===== src/hw/rtl/mbsr_pkg.sv =====
// mbsr_pkg: shared types, constants and the crc helper for the modbus sensor read block
// no dependencies; imported by the interfaces and every rtl module
package mbsr_pkg;

    // crc16 modbus (reflected polynomial)
    localparam logic [15:0] CRC_POLY = 16'hA001;
    localparam logic [15:0] CRC_INIT = 16'hFFFF;

    // protocol constants
    localparam logic [7:0] FN_READ       = 8'h03;
    localparam int         FN_EXC_BIT    = 7;
    localparam logic [7:0] REG_COUNT_HI  = 8'h00;
    localparam logic [7:0] REG_COUNT_LO  = 8'h02;
    localparam logic [7:0] RESP_BYTE_CNT = 8'h04;
    localparam logic [3:0] RESP_LEN      = 4'd9;
    localparam logic [2:0] TX_CRC_FIRST  = 3'd6;
    localparam logic [2:0] TX_LAST_IDX   = 3'd7;

    // register reset values
    localparam logic [7:0]  ADDR_RST    = 8'd15;
    localparam logic [15:0] START_RST   = 16'h0300;
    localparam logic [15:0] TIMEOUT_RST = 16'd200;

    typedef enum logic [1:0] {
        CFG_ADDR    = 2'd0,
        CFG_START   = 2'd1,
        CFG_TIMEOUT = 2'd2
    } t_cfg_idx;

    typedef enum logic [1:0] {
        REQ_START = 2'd0,
        REQ_BYTE  = 2'd1,
        REQ_TICK  = 2'd2
    } t_req;

    typedef enum logic [2:0] {
        ST_OK       = 3'd0,
        ST_TIMEOUT  = 3'd1,
        ST_BAD_CRC  = 3'd2,
        ST_BAD_ADDR = 3'd3,
        ST_EXC      = 3'd4,
        ST_BAD_FN   = 3'd5,
        ST_BAD_CNT  = 3'd6,
        ST_ZERO     = 3'd7
    } t_status;

    // one outgoing beat
    typedef struct packed {
        logic               kind;
        logic [7:0]         tx_byte;
        logic               last;
        t_status            status;
        logic [7:0]         exception_code;
        logic signed [15:0] temperature;
        logic [15:0]        humidity;
        logic [3:0]         bytes_received;
    } t_result;

    // item handed from the input register to the receive engine
    typedef struct packed {
        logic       go;
        t_req       req;
        logic [7:0] rx_byte;
    } t_rx_item;

    // one byte of crc16, unrolled over its eight bits
    function automatic logic [15:0] crc_byte(input logic [15:0] crc, input logic [7:0] b);
        logic [15:0] c;
        c = crc ^ {8'h00, b};
        for (int i = 0; i < 8; i++) begin
            c = c[0] ? ((c >> 1) ^ CRC_POLY) : (c >> 1);
        end
        return c;
    endfunction

endpackage


===== src/hw/rtl/mbsr_in_if.sv =====
// mbsr_in_if: valid/ready channel carrying request items into the block
// depends on mbsr_pkg
interface mbsr_in_if
    import mbsr_pkg::*;
();
    logic       valid;
    logic       ready;
    logic [1:0] req_type;
    logic [7:0] rx_byte;

    modport source (output valid, output req_type, output rx_byte, input ready);
    modport sink   (input valid, input req_type, input rx_byte, output ready);
endinterface


===== src/hw/rtl/mbsr_out_if.sv =====
// mbsr_out_if: valid/ready channel carrying request bytes and results out of the block
// depends on mbsr_pkg
interface mbsr_out_if
    import mbsr_pkg::*;
();
    logic               valid;
    logic               ready;
    logic               kind;
    logic [7:0]         tx_byte;
    logic               last;
    logic [2:0]         status;
    logic [7:0]         exception_code;
    logic signed [15:0] temperature;
    logic [15:0]        humidity;
    logic [3:0]         bytes_received;

    modport source (output valid, output kind, output tx_byte, output last, output status,
                    output exception_code, output temperature, output humidity,
                    output bytes_received, input ready);
    modport sink   (input valid, input kind, input tx_byte, input last, input status,
                    input exception_code, input temperature, input humidity,
                    input bytes_received, output ready);
endinterface


===== src/hw/rtl/mbsr_tx_frame.sv =====
// mbsr_tx_frame: sequencer for the 8-byte read request frame, crc built one byte per beat
// depends on mbsr_pkg
module mbsr_tx_frame
    import mbsr_pkg::*;
(
    input  logic        i_clk,
    input  logic        i_rst_n,
    input  logic        i_start,
    input  logic        i_advance,
    input  logic [7:0]  i_addr,
    input  logic [15:0] i_start_reg,
    output logic        o_active,
    output t_result     o_beat
);

    logic        r_active, n_active;
    logic [2:0]  r_idx, n_idx;
    logic [15:0] r_crc, n_crc;
    logic [7:0]  tx_byte;

    always_comb begin
        unique case (r_idx)
            3'd0:    tx_byte = i_addr;
            3'd1:    tx_byte = FN_READ;
            3'd2:    tx_byte = i_start_reg[15:8];
            3'd3:    tx_byte = i_start_reg[7:0];
            3'd4:    tx_byte = REG_COUNT_HI;
            3'd5:    tx_byte = REG_COUNT_LO;
            3'd6:    tx_byte = r_crc[7:0];
            default: tx_byte = r_crc[15:8];
        endcase
    end

    always_comb begin
        n_active = r_active;
        n_idx    = r_idx;
        n_crc    = r_crc;
        if (i_start) begin
            n_active = 1'b1;
            n_idx    = 3'd0;
            n_crc    = CRC_INIT;
        end else if (i_advance && r_active) begin
            n_idx = r_idx + 3'd1;
            if (r_idx < TX_CRC_FIRST) begin
                n_crc = crc_byte(r_crc, tx_byte);
            end
            if (r_idx == TX_LAST_IDX) begin
                n_active = 1'b0;
            end
        end
    end

    always_ff @(posedge i_clk) begin
        if (!i_rst_n) begin
            r_active <= 1'b0;
            r_idx    <= 3'd0;
            r_crc    <= CRC_INIT;
        end else begin
            r_active <= n_active;
            r_idx    <= n_idx;
            r_crc    <= n_crc;
        end
    end

    always_comb begin
        o_beat         = '0;
        o_beat.kind    = 1'b0;
        o_beat.tx_byte = tx_byte;
        o_beat.last    = (r_idx == TX_LAST_IDX);
        o_beat.status  = ST_OK;
    end

    assign o_active = r_active;

endmodule


===== src/hw/rtl/mbsr_rx_engine.sv =====
// mbsr_rx_engine: response collection, tick timeout and frame checks
// depends on mbsr_pkg
module mbsr_rx_engine
    import mbsr_pkg::*;
(
    input  logic        i_clk,
    input  logic        i_rst_n,
    input  t_rx_item    i_item,
    input  logic [7:0]  i_addr,
    input  logic [15:0] i_timeout,
    output logic        o_res_valid,
    output t_result     o_res
);

    logic        r_collecting, n_collecting;
    logic [3:0]  r_count, n_count;
    logic [15:0] r_elapsed, n_elapsed;
    logic [15:0] r_crc, n_crc;
    logic [7:0]  r_store [8];

    logic        byte_go;
    t_status     fin_status;
    logic [7:0]  fin_exc;
    logic [15:0] fin_temp;
    logic [15:0] fin_hum;

    assign byte_go = i_item.go && (i_item.req == REQ_BYTE) && r_collecting;

    // checks of a complete frame; the ninth byte is the one arriving now
    always_comb begin
        fin_temp = {r_store[3], r_store[4]};
        fin_hum  = {r_store[5], r_store[6]};
        fin_exc  = 8'h00;
        priority if ({i_item.rx_byte, r_store[7]} != r_crc) begin
            fin_status = ST_BAD_CRC;
        end else if (r_store[0] != i_addr) begin
            fin_status = ST_BAD_ADDR;
        end else if (r_store[1] != FN_READ) begin
            if (r_store[1][FN_EXC_BIT]) begin
                fin_status = ST_EXC;
                fin_exc    = r_store[2];
            end else begin
                fin_status = ST_BAD_FN;
            end
        end else if (r_store[2] != RESP_BYTE_CNT) begin
            fin_status = ST_BAD_CNT;
        end else if (fin_temp == 16'h0000 && fin_hum == 16'h0000) begin
            fin_status = ST_ZERO;
        end else begin
            fin_status = ST_OK;
        end
    end

    always_comb begin
        n_collecting = r_collecting;
        n_count      = r_count;
        n_elapsed    = r_elapsed;
        n_crc        = r_crc;
        o_res_valid  = 1'b0;
        o_res        = '0;
        o_res.kind   = 1'b1;
        o_res.status = ST_OK;
        if (i_item.go) begin
            unique case (i_item.req)
                REQ_START: begin
                    n_collecting = 1'b1;
                    n_count      = 4'd0;
                    n_elapsed    = 16'd0;
                    n_crc        = CRC_INIT;
                end
                REQ_BYTE: begin
                    if (r_collecting) begin
                        if (r_count < 4'd7) begin
                            n_crc = crc_byte(r_crc, i_item.rx_byte);
                        end
                        n_count = r_count + 4'd1;
                        if (r_count == RESP_LEN - 4'd1) begin
                            n_collecting         = 1'b0;
                            o_res_valid          = 1'b1;
                            o_res.status         = fin_status;
                            o_res.exception_code = fin_exc;
                            o_res.bytes_received = RESP_LEN;
                            if (fin_status == ST_OK || fin_status == ST_ZERO) begin
                                o_res.temperature = $signed(fin_temp);
                                o_res.humidity    = fin_hum;
                            end
                        end
                    end
                end
                REQ_TICK: begin
                    if (r_collecting) begin
                        if (r_elapsed != 16'hFFFF) begin
                            n_elapsed = r_elapsed + 16'd1;
                        end
                        if (n_elapsed >= i_timeout) begin
                            n_collecting         = 1'b0;
                            o_res_valid          = 1'b1;
                            o_res.status         = ST_TIMEOUT;
                            o_res.bytes_received = r_count;
                        end
                    end
                end
                default: begin
                end
            endcase
        end
    end

    always_ff @(posedge i_clk) begin
        if (!i_rst_n) begin
            r_collecting <= 1'b0;
            r_count      <= 4'd0;
            r_elapsed    <= 16'd0;
            r_crc        <= CRC_INIT;
        end else begin
            r_collecting <= n_collecting;
            r_count      <= n_count;
            r_elapsed    <= n_elapsed;
            r_crc        <= n_crc;
        end
    end

    // bytes 0..7 are kept, the ninth is checked on arrival
    always_ff @(posedge i_clk) begin
        if (byte_go && !r_count[3]) begin
            r_store[r_count[2:0]] <= i_item.rx_byte;
        end
    end

endmodule


===== src/hw/rtl/modbus_sensor_read_transaction_top.sv =====
// modbus_sensor_read_transaction_top: top level of the modbus rtu sensor read block
// depends on mbsr_pkg, mbsr_in_if, mbsr_out_if, mbsr_tx_frame, mbsr_rx_engine
//
// A start item emits the 8-byte function 3 read request (address, 0x03, start register,
// count 2, crc16 low byte first) as eight kind 0 beats, the eighth marked last, and opens
// reception. Received bytes and millisecond ticks are taken while a transaction is open:
// the ninth response byte yields one result beat with the checked status, raw signed
// temperature and humidity, and reaching the tick limit yields a timeout beat with the
// partial byte count. Bytes and ticks while idle, and request code 3, give no beat.
// Each item passes an input register and is worked on combinationally into the output
// register, so byte, tick and ignored items flow at one per cycle while the output is not
// stalled. After a start item the next item waits in the input register while the frame
// sequencer sends the eight request beats, one per cycle unless the output stalls them.
// Configuration is a plain write port: index 0 address, 1 start register, 2 timeout ticks;
// other indexes ignored.
module modbus_sensor_read_transaction_top
    import mbsr_pkg::*;
(
    input  logic        i_clk,
    input  logic        i_rst_n,
    input  logic        i_cfg_we,
    input  logic [1:0]  i_cfg_index,
    input  logic [15:0] i_cfg_data,
    mbsr_in_if.sink     i_req,
    mbsr_out_if.source  o_res
);

    // configuration registers
    logic [7:0]  r_addr;
    logic [15:0] r_start_reg;
    logic [15:0] r_timeout;

    always_ff @(posedge i_clk) begin
        if (!i_rst_n) begin
            r_addr      <= ADDR_RST;
            r_start_reg <= START_RST;
            r_timeout   <= TIMEOUT_RST;
        end else if (i_cfg_we) begin
            unique case (t_cfg_idx'(i_cfg_index))
                CFG_ADDR:    r_addr      <= i_cfg_data[7:0];
                CFG_START:   r_start_reg <= i_cfg_data;
                CFG_TIMEOUT: r_timeout   <= i_cfg_data;
                default: begin
                end
            endcase
        end
    end

    // input register
    logic       r_in_valid;
    t_req       r_in_req;
    logic [7:0] r_in_byte;

    // output register
    logic       r_out_valid;
    t_result    r_out;

    logic       out_free;
    logic       tx_active;
    logic       emit_tx;
    logic       proc;
    t_result    tx_beat;
    t_rx_item   rx_item;
    logic       rx_res_valid;
    t_result    rx_res;

    // output slot can be loaded this cycle
    assign out_free = !r_out_valid || o_res.ready;
    // request frame beats have priority; the held item waits for the frame to finish
    assign emit_tx  = tx_active && out_free;
    assign proc     = r_in_valid && !tx_active && out_free;

    assign i_req.ready = !r_in_valid || proc;

    always_ff @(posedge i_clk) begin
        if (!i_rst_n) begin
            r_in_valid <= 1'b0;
        end else if (i_req.ready) begin
            r_in_valid <= i_req.valid;
        end
    end

    always_ff @(posedge i_clk) begin
        if (i_req.ready && i_req.valid) begin
            r_in_req  <= t_req'(i_req.req_type);
            r_in_byte <= i_req.rx_byte;
        end
    end

    always_comb begin
        rx_item.go      = proc;
        rx_item.req     = r_in_req;
        rx_item.rx_byte = r_in_byte;
    end

    mbsr_tx_frame u_tx_frame (
        .i_clk       (i_clk),
        .i_rst_n     (i_rst_n),
        .i_start     (proc && (r_in_req == REQ_START)),
        .i_advance   (emit_tx),
        .i_addr      (r_addr),
        .i_start_reg (r_start_reg),
        .o_active    (tx_active),
        .o_beat      (tx_beat)
    );

    mbsr_rx_engine u_rx_engine (
        .i_clk       (i_clk),
        .i_rst_n     (i_rst_n),
        .i_item      (rx_item),
        .i_addr      (r_addr),
        .i_timeout   (r_timeout),
        .o_res_valid (rx_res_valid),
        .o_res       (rx_res)
    );

    // output beat register
    always_ff @(posedge i_clk) begin
        if (!i_rst_n) begin
            r_out_valid <= 1'b0;
        end else if (emit_tx || (proc && rx_res_valid)) begin
            r_out_valid <= 1'b1;
        end else if (o_res.ready) begin
            r_out_valid <= 1'b0;
        end
    end

    always_ff @(posedge i_clk) begin
        if (emit_tx) begin
            r_out <= tx_beat;
        end else if (proc && rx_res_valid) begin
            r_out <= rx_res;
        end
    end

    assign o_res.valid          = r_out_valid;
    assign o_res.kind           = r_out.kind;
    assign o_res.tx_byte        = r_out.tx_byte;
    assign o_res.last           = r_out.last;
    assign o_res.status         = r_out.status;
    assign o_res.exception_code = r_out.exception_code;
    assign o_res.temperature    = r_out.temperature;
    assign o_res.humidity       = r_out.humidity;
    assign o_res.bytes_received = r_out.bytes_received;

endmodule

===== src/flat_wrapper.sv =====
// flat-port wrapper written by rule: the top's interface ports become plain ports
module modbus_sensor_read_transaction_top_flat import mbsr_pkg::*;
  (i_clk, i_rst_n, i_cfg_we, i_cfg_index, i_cfg_data, i_req_valid, i_req_req_type, i_req_rx_byte, i_req_ready, o_res_valid, o_res_kind, o_res_tx_byte, o_res_last, o_res_status, o_res_exception_code, o_res_temperature, o_res_humidity, o_res_bytes_received, o_res_ready);
  mbsr_in_if i_req_i ();
  mbsr_out_if o_res_i ();
  input  logic i_clk;
  input  logic i_rst_n;
  input  logic i_cfg_we;
  input  logic [1:0] i_cfg_index;
  input  logic [15:0] i_cfg_data;
  input wire logic [$bits(i_req_i.valid)-1:0] i_req_valid;
  input wire logic [$bits(i_req_i.req_type)-1:0] i_req_req_type;
  input wire logic [$bits(i_req_i.rx_byte)-1:0] i_req_rx_byte;
  output wire logic [$bits(i_req_i.ready)-1:0] i_req_ready;
  output wire logic [$bits(o_res_i.valid)-1:0] o_res_valid;
  output wire logic [$bits(o_res_i.kind)-1:0] o_res_kind;
  output wire logic [$bits(o_res_i.tx_byte)-1:0] o_res_tx_byte;
  output wire logic [$bits(o_res_i.last)-1:0] o_res_last;
  output wire logic [$bits(o_res_i.status)-1:0] o_res_status;
  output wire logic [$bits(o_res_i.exception_code)-1:0] o_res_exception_code;
  output wire logic [$bits(o_res_i.temperature)-1:0] o_res_temperature;
  output wire logic [$bits(o_res_i.humidity)-1:0] o_res_humidity;
  output wire logic [$bits(o_res_i.bytes_received)-1:0] o_res_bytes_received;
  input wire logic [$bits(o_res_i.ready)-1:0] o_res_ready;
  assign i_req_i.valid = i_req_valid;
  assign i_req_i.req_type = i_req_req_type;
  assign i_req_i.rx_byte = i_req_rx_byte;
  assign i_req_ready = i_req_i.ready;
  assign o_res_valid = o_res_i.valid;
  assign o_res_kind = o_res_i.kind;
  assign o_res_tx_byte = o_res_i.tx_byte;
  assign o_res_last = o_res_i.last;
  assign o_res_status = o_res_i.status;
  assign o_res_exception_code = o_res_i.exception_code;
  assign o_res_temperature = o_res_i.temperature;
  assign o_res_humidity = o_res_i.humidity;
  assign o_res_bytes_received = o_res_i.bytes_received;
  assign o_res_i.ready = o_res_ready;
  modbus_sensor_read_transaction_top u_core (.i_clk(i_clk), .i_rst_n(i_rst_n), .i_cfg_we(i_cfg_we), .i_cfg_index(i_cfg_index), .i_cfg_data(i_cfg_data), .i_req(i_req_i), .o_res(o_res_i));
endmodule

===== config.mk =====
export PLATFORM = sky130hd
export DESIGN_NAME = modbus_sensor_read_transaction_top_flat
export DESIGN_NICKNAME = d
export VERILOG_FILES = /design/src/hw/rtl/mbsr_pkg.sv /design/src/hw/rtl/mbsr_in_if.sv /design/src/hw/rtl/mbsr_out_if.sv /design/src/hw/rtl/mbsr_tx_frame.sv /design/src/hw/rtl/mbsr_rx_engine.sv /design/src/hw/rtl/modbus_sensor_read_transaction_top.sv /design/src/flat_wrapper.sv
export SDC_FILE = /design/constraint.sdc
export NUM_CORES = 1
export LEC_CHECK = 0
export BUFFER_PORTS_ARGS = -buffer_cell sky130_fd_sc_hd__clkbuf_2
export CORE_MARGIN = 2
export CORE_UTILIZATION = 60
export CTS_CLUSTER_DIAMETER = 80
export DETAILED_ROUTE_END_ITERATION = 8
export GPL_ROUTABILITY_DRIVEN = 0
export PLACE_DENSITY = 0.89
export SLEW_MARGIN = 25
export SYNTH_ARGS = -nofsm -noshare
export SYNTH_HDL_FRONTEND = slang
export SYNTH_HIERARCHICAL = 1
export SYNTH_SLANG_ARGS = --single-unit
export TNS_END_PERCENT = 1

===== constraint.sdc =====
create_clock -name i_clk -period 6.45 [get_ports i_clk]
set_input_delay 0.645 -clock i_clk [delete_from_list [all_inputs] [get_ports i_clk]]
set_output_delay 0.645 -clock i_clk [all_outputs]
set_load 0.02 [all_outputs]

==> impl_metrics.json, run 1 <==
{
  "outcome": "completed",
  "ctsResizeCount": 0,
  "maxSlewHeadroom": 0.346,
  "synth_flop_cell": "edfxtp_1",
  "drv_cap": 0,
  "p_int_mw": 2.40,
  "row_count": 50,
  "critPathMaxFanout": 57,
  "pwr-share-clk": 0.421,
  "start_util": 0.613,
  "area_delta_synth_final_pct": 9.24,
  "swShare": 0.224,
  "final_cells": 1353,
  "antenna_cells": 0,
  "max_freq_ghz": 0.218,
  "ir_drop_v": 0.000173,
  "postSynthCellCount": 1035,
  "dp_cells": 1311,
  "vias_per_cell": 5.77,
  "place_hpwl_um": 15400,
  "min_path_type": "input port to flop",
  "p_sw_uw": 694,
  "p_seq_frac": 0.518,
  "clk_pin_slew_worst_paths_ps": 60,
  "synth_edf_count": 131,
  "finalHoldViolations": 0,
  "grt_overflow_total": 0,
  "finalSetupViolCount": 0,
  "p_comb_frac": 0.061,
  "final_common_cell": "edfxtp_1",
  "io_pins": 92,
  "slew_violations": 0,
  "drtPass1Iterations": 7,
  "grt_pass1_vias": 7248,
  "ant_nets": 0,
  "drive_above_1_share": 0.191,
  "clockBufferDepth": 3,
  "clkLatencyLatePin_ps": 530,
  "routedWlPerCell_um": 16.9,
  "fin_crit_sh": 0.712,
  "powerDensity_nw_per_um2": 246,
  "core-area_um2": 18800,
  "synthTopCellsByArea": "edfxtp_1 34%, dfxtp_1 17%, mux2_2 3.9%",
  "post_cts_buffers": 0,
  "final_cell_mix": "131 x edfxtp_1, 99 x dfxtp_1, 91 x clkbuf_2",
  "antenna_found_initial": 0,
  "syn_area_um2": 11500,
  "gr-usage-all-layers": 0.223,
  "ys.warnings.count": 6,
  "layout_setup_ws_ps": 1860,
  "first_iter_violations": 748,
  "cts_tree": "done",
  "start_kind": "flop",
  "hold_buffers": 0,
  "clock_skew_ps": 19.7,
  "port_buffers": 91,
  "fill_cells": 1359,
  "yosysUniqueCellTypes": 70,
  "async_flop_share": 0,
  "route.vias.total": 7801,
  "grt_setup_unrepaired": "false",
  "path_class": "flop to flop",
  "drc_errors": 0,
  "final_nets": 1164,
  "die_x_um": 142,
  "total_power_mw": 3.10,
  "synth_top_area_frac": 0.342,
  "syn-mean-instance-area_um2": 11.1,
  "worstMarginPinSlew_ps": 978,
  "preCtsSetupSlack_ps": 1920,
  "htreeDepth": 1,
  "synth-seq-area-share": 0.514,
  "die_y_um": 142,
  "cts.sinks": 230,
  "die_area_um2": 20300,
  "seq_area_um2": 5920,
  "cts_root_buffer": "clkbuf_16",
  "numCtsBuffers": 23,
  "multi_input_area_um2": 5010,
  "arrival_ps": 4780,
  "ys_ff_latch": 230,
  "crit_path_end_kind": "flop",
  "p_leak_nw": 4.95,
  "tns_ps": 0,
  "grt_pass1_wl_um": 36400,
  "largest_reg_flops": 64,
  "yosysTopAreaCell": "edfxtp_1",
  "layout_min_cycle_time_ps": 4590,
  "wirelength_um": 22800,
  "cp_data_required_time_ps": 6640,
  "grt_max_degree": 59
}
[routing by layer]
layer | GRT usage | vias to the layer above | wire (um)
met5 | 0 | - | 0
met4 | 0.0787 | 0 | 685
met3 | 0.0370 | 55 | 1480
met2 | 0.380 | 301 | 11200
met1 | 0.288 | 3723 | 9520
li1 | - | 3722 | -
[synth_stat cells (5+ instances only)]
cell type and number:
nand3b_1 7, nand2b_1 7, a22oi_1 8, and2_1 46, a222oi_1 6, ha_1 29, clkbuf_1 29, o21ai_0 64
nor3_1 13, and3_1 5, a21oi_1 31, inv_1 32, mux2_2 40, o211ai_1 18, xnor2_2 6, buf_4 58
nor4_1 19, mux2_1 7, dfxtp_1 99, xnor2_1 35, edfxtp_1 131, nand2_1 83, xor2_1 32, nor2_1 34
buf_2 9, mux2i_1 9, mux2_4 20, nand3_1 55, buf_6 7, nand4_1 8, nor2b_1 13
[cell families (layout without fill, tap and decap cells)]
kind of cell | Yosys count | after routing | synth area share
flops | 230 | 230 | 0.514
xor+xnor | 78 | 78 | 0.0688
other cells | 3 | 58 | 0.000979
compound gates | 163 | 163 | 0.0872
simple gates | 312 | 312 | 0.142
mux | 80 | 80 | 0.0848
fa+ha+maj | 29 | 29 | 0.0316
buf+inv | 140 | 169 | 0.0702
[metrics by stage]
| stage | cell area (um2) | util | hold WS (ps) |
|---|---|---|---|
| after floorplan | 11700 | - | 436 |
| after global placement | 11800 | 0.629 | 454 |
| after detailed placement | 11800 | 0.629 | 466 |
| after CTS | 12500 | 0.669 | 284 |
| after global routing | 12600 | 0.669 | 282 |
| final | 12600 | 0.669 | 300 |
[layout make-up]
| class | instances | share of cell area |
|---|---|---|
| Timing Repair Buffer | 94 | 0.0380 |
| Multi-Input combinational cell | 720 | 0.399 |
| Inverter | 33 | 0.00986 |
| Clock inverter | 12 | 0.00787 |
| Tap cell | 234 | 0.0233 |
| Clock buffer | 30 | 0.0512 |
| Sequential cell | 230 | 0.471 |
[worst paths after layout]
kind	start	endpoint	slack (ps)	depth (start not counted)
max	u_core/u_rx_engine/r_elapsed[4]	u_core/o_res.exception_code[2]	1860	17
min	i_req_rx_byte[4]	u_core/r_in_byte[4]	300	1
max reg2reg	u_core/u_rx_engine/r_elapsed[4]	u_core/o_res.exception_code[2]	1860	17
min reg2reg	u_core/r_start_reg[12]	u_core/r_start_reg[12]	480	2
[power groups by stage]
stage	Combinational (mW)	Clock [mW]	Sequential (mW)
after detailed placement	0.185	0	1.63
after CTS	0.186	1.32	1.60
final	0.189	1.30	1.60
after floorplan	0.153	0	1.64
after global placement	0.180	0	1.63
after global routing	0.206	1.38	1.61
[worst max-delay path, cell delays in order (launching register included)]
cell and delay [ps]:
dfxtp_1 480, nand3_1 130, nor4_1 460, nand2b_1 310
and2b_1 320, nand2_1 120, xnor2_1 130, ha_1 260
a21o_1 180, a21oi_1 140, nor2b_1 60, o21ai_0 140
a21oi_1 110, a2111oi_0 590, nor3_1 140, a21oi_1 280
nor2_4 40, buf_4 320
(Power assumes the default switching activity.)
==> run 2: changes to the inputs <==
--- a/config.mk
+++ b/config.mk
@@ -7,11 +7,11 @@
 export LEC_CHECK = 0
 export BUFFER_PORTS_ARGS = -buffer_cell sky130_fd_sc_hd__clkbuf_2
 export CORE_MARGIN = 2
-export CORE_UTILIZATION = 60
+export CORE_UTILIZATION = 55
 export CTS_CLUSTER_DIAMETER = 80
 export DETAILED_ROUTE_END_ITERATION = 8
 export GPL_ROUTABILITY_DRIVEN = 0
-export PLACE_DENSITY = 0.89
+export PLACE_DENSITY = 0.86
 export SLEW_MARGIN = 25
 export SYNTH_ARGS = -nofsm -noshare
 export SYNTH_HDL_FRONTEND = slang
==> constraint.sdc (replaced) <==
create_clock -name i_clk -period 4.2 [get_ports i_clk]
set_input_delay 0.42 -clock i_clk [delete_from_list [all_inputs] [get_ports i_clk]]
set_output_delay 0.42 -clock i_clk [all_outputs]
set_load 0.02 [all_outputs]
==> run 2 against run 1 <==
  * Sequential share of layout area down 0.86 points
  * Largest cell class unchanged
  * Largest power group unchanged
  * Critical endpoint is now u_core/o_res.exception_code[1]
  * Non-clock buffer count up 7
  * Clock power up 68%
  * First-iteration DRC count down 2.7%
==> impl_metrics.json, run 2 (synthesized netlist as in run 1, its figures left out) <==
{
  "fin_crit_sh": 0.940,
  "slew_violations": 0,
  "r2r_slack_ps": 250,
  "finalHoldViolations": 0,
  "grt_pass1_vias": 7379,
  "preCtsSetupSlack_ps": 59.8,
  "core-area_um2": 20400,
  "powerDensity_nw_per_um2": 387,
  "row_count": 52,
  "htreeDepth": 1,
  "die_y_um": 149,
  "cts.sinks": 230,
  "die_x_um": 149,
  "p_leak_nw": 5.04,
  "io_pins": 92,
  "start_kind": "flop",
  "ir_drop_v": 0.000239,
  "maxSlewHeadroom": 0.353,
  "final_common_cell": "edfxtp_1",
  "finalSetupViolCount": 0,
  "port_buffers": 91,
  "wirelength_um": 23600,
  "gr-usage-all-layers": 0.211,
  "min_path_type": "input port to flop",
  "dp_cells": 1351,
  "max_freq_ghz": 0.253,
  "clk_pin_slew_worst_paths_ps": 60,
  "start_util": 0.565,
  "cts_root_buffer": "clkbuf_16",
  "numCtsBuffers": 24,
  "antenna_cells": 0,
  "grt_setup_unrepaired": "false",
  "layout_min_cycle_time_ps": 3950,
  "route.vias.total": 7750,
  "layout_setup_ws_ps": 251,
  "die_area_um2": 22100,
  "drtPass1Iterations": 9,
  "drc_errors": 0,
  "routedWlPerCell_um": 16.9,
  "clock_skew_ps": 12.6,
  "antenna_found_initial": 0,
  "critPathMaxFanout": 57,
  "area_delta_synth_final_pct": 11.3,
  "largest_reg_flops": 64,
  "cp_data_required_time_ps": 4430,
  "clockBufferDepth": 3,
  "hold_buffers": 0,
  "grt_pass1_wl_um": 37400,
  "place_hpwl_um": 15500,
  "crit_path_end_kind": "flop",
  "first_iter_violations": 728,
  "cts_tree": "done",
  "placedInstanceArea_um2": 11900,
  "tns_ps": 0,
  "drv_cap": 0,
  "grt_max_degree": 98,
  "final_cells": 1398,
  "drive_above_1_share": 0.204,
  "clkLatencyLatePin_ps": 520,
  "arrival_ps": 4180,
  "vias_per_cell": 5.54,
  "postLayoutCellArea_um2": 12800,
  "worstMarginPinSlew_ps": 967,
  "final_cell_mix": "131 x edfxtp_1, 99 x dfxtp_1, 91 x clkbuf_2",
  "final_nets": 1172,
  "ant_nets": 0,
  "path_class": "flop to flop",
  "outcome": "completed",
  "grt_overflow_total": 0
}
==> run 2: changes by cell type in the layout (fill, tap and decap cells not counted), sizes merged <==
| cell | change |
|---|---|
| bufinv | +3 |
| inv | -1 |
| clkbuf | -2 |
| clkinv | +2 |
| buf | +7 |
==> run 2: area by class of cell <==
cell class	count	area, um2
clock inverters	16	190
clock buffers	28	637
multi-input cells	720	5030
repair buffers	101	559
fillers	1551	7570
inverters	33	124
flip-flops and latches	230	5920
well taps	270	338
==> run 2: per-stage QoR <==
step	power (mW)	hold WS, ps	utilization
floorplan	2.75	436	-
global placement	2.79	458	0.585
detailed placement	2.80	469	0.585
CTS	4.98	55.9	0.625
global route	5.11	62.9	0.628
finish	4.95	77.0	0.628
==> run 2: worst max-delay path, cell delays in order, from the launching register on <==
cell       delay [ps]
dfxtp_1           440
nand3_1           130
nor4_2            360
nand2b_1          160
and2b_1           260
nand2_1           130
xnor2_1           140
ha_1              280
a21o_1            190
a21oi_1           160
nor2b_1            70
o21ai_0           160
a21oi_1           130
a2111oi_2         310
buf_4             170
nor3_1             50
a21oi_1           240
nor2_4             60
buf_12            190
==> run 2: per-layer routing <==
layer / share of wire / GRT usage / up-vias
met1: 0.42 / 0.277 / 3661
li1: - / - / 3746
met5: 0 / 0 / -
met3: 0.056 / 0.0248 / 51
met4: 0.029 / 0.0690 / 0
met2: 0.49 / 0.367 / 292
==> run 2: path summary, 6_finish.rpt <==
check | depth (start not counted) | endpoint | from
worst max-delay path | 18 | u_core/o_res.exception_code[1] | u_core/u_rx_engine/r_elapsed[8]
worst min-delay path | 1 | u_core/r_in_byte[1] | i_req_rx_byte[1]
worst max register to register | 18 | u_core/o_res.exception_code[1] | u_core/u_rx_engine/r_elapsed[8]
worst min register to register | 2 | u_core/r_start_reg[12] | u_core/r_start_reg[12]
==> run 2: where the power goes <==
group | switching (mW) | leakage, nW | internal (mW)
clock | 0.859 | 0.402 | 1.34
sequential | 0.0429 | 1.94 | 2.42
combinational | 0.172 | 2.69 | 0.124
total | 1.07 | 5.04 | 3.88
==> run 2: what timing repair did <==
item	in CTS	in global routing
setup buffers	0	2
endpoints found under the setup margin	0	57
resized for setup	0	5
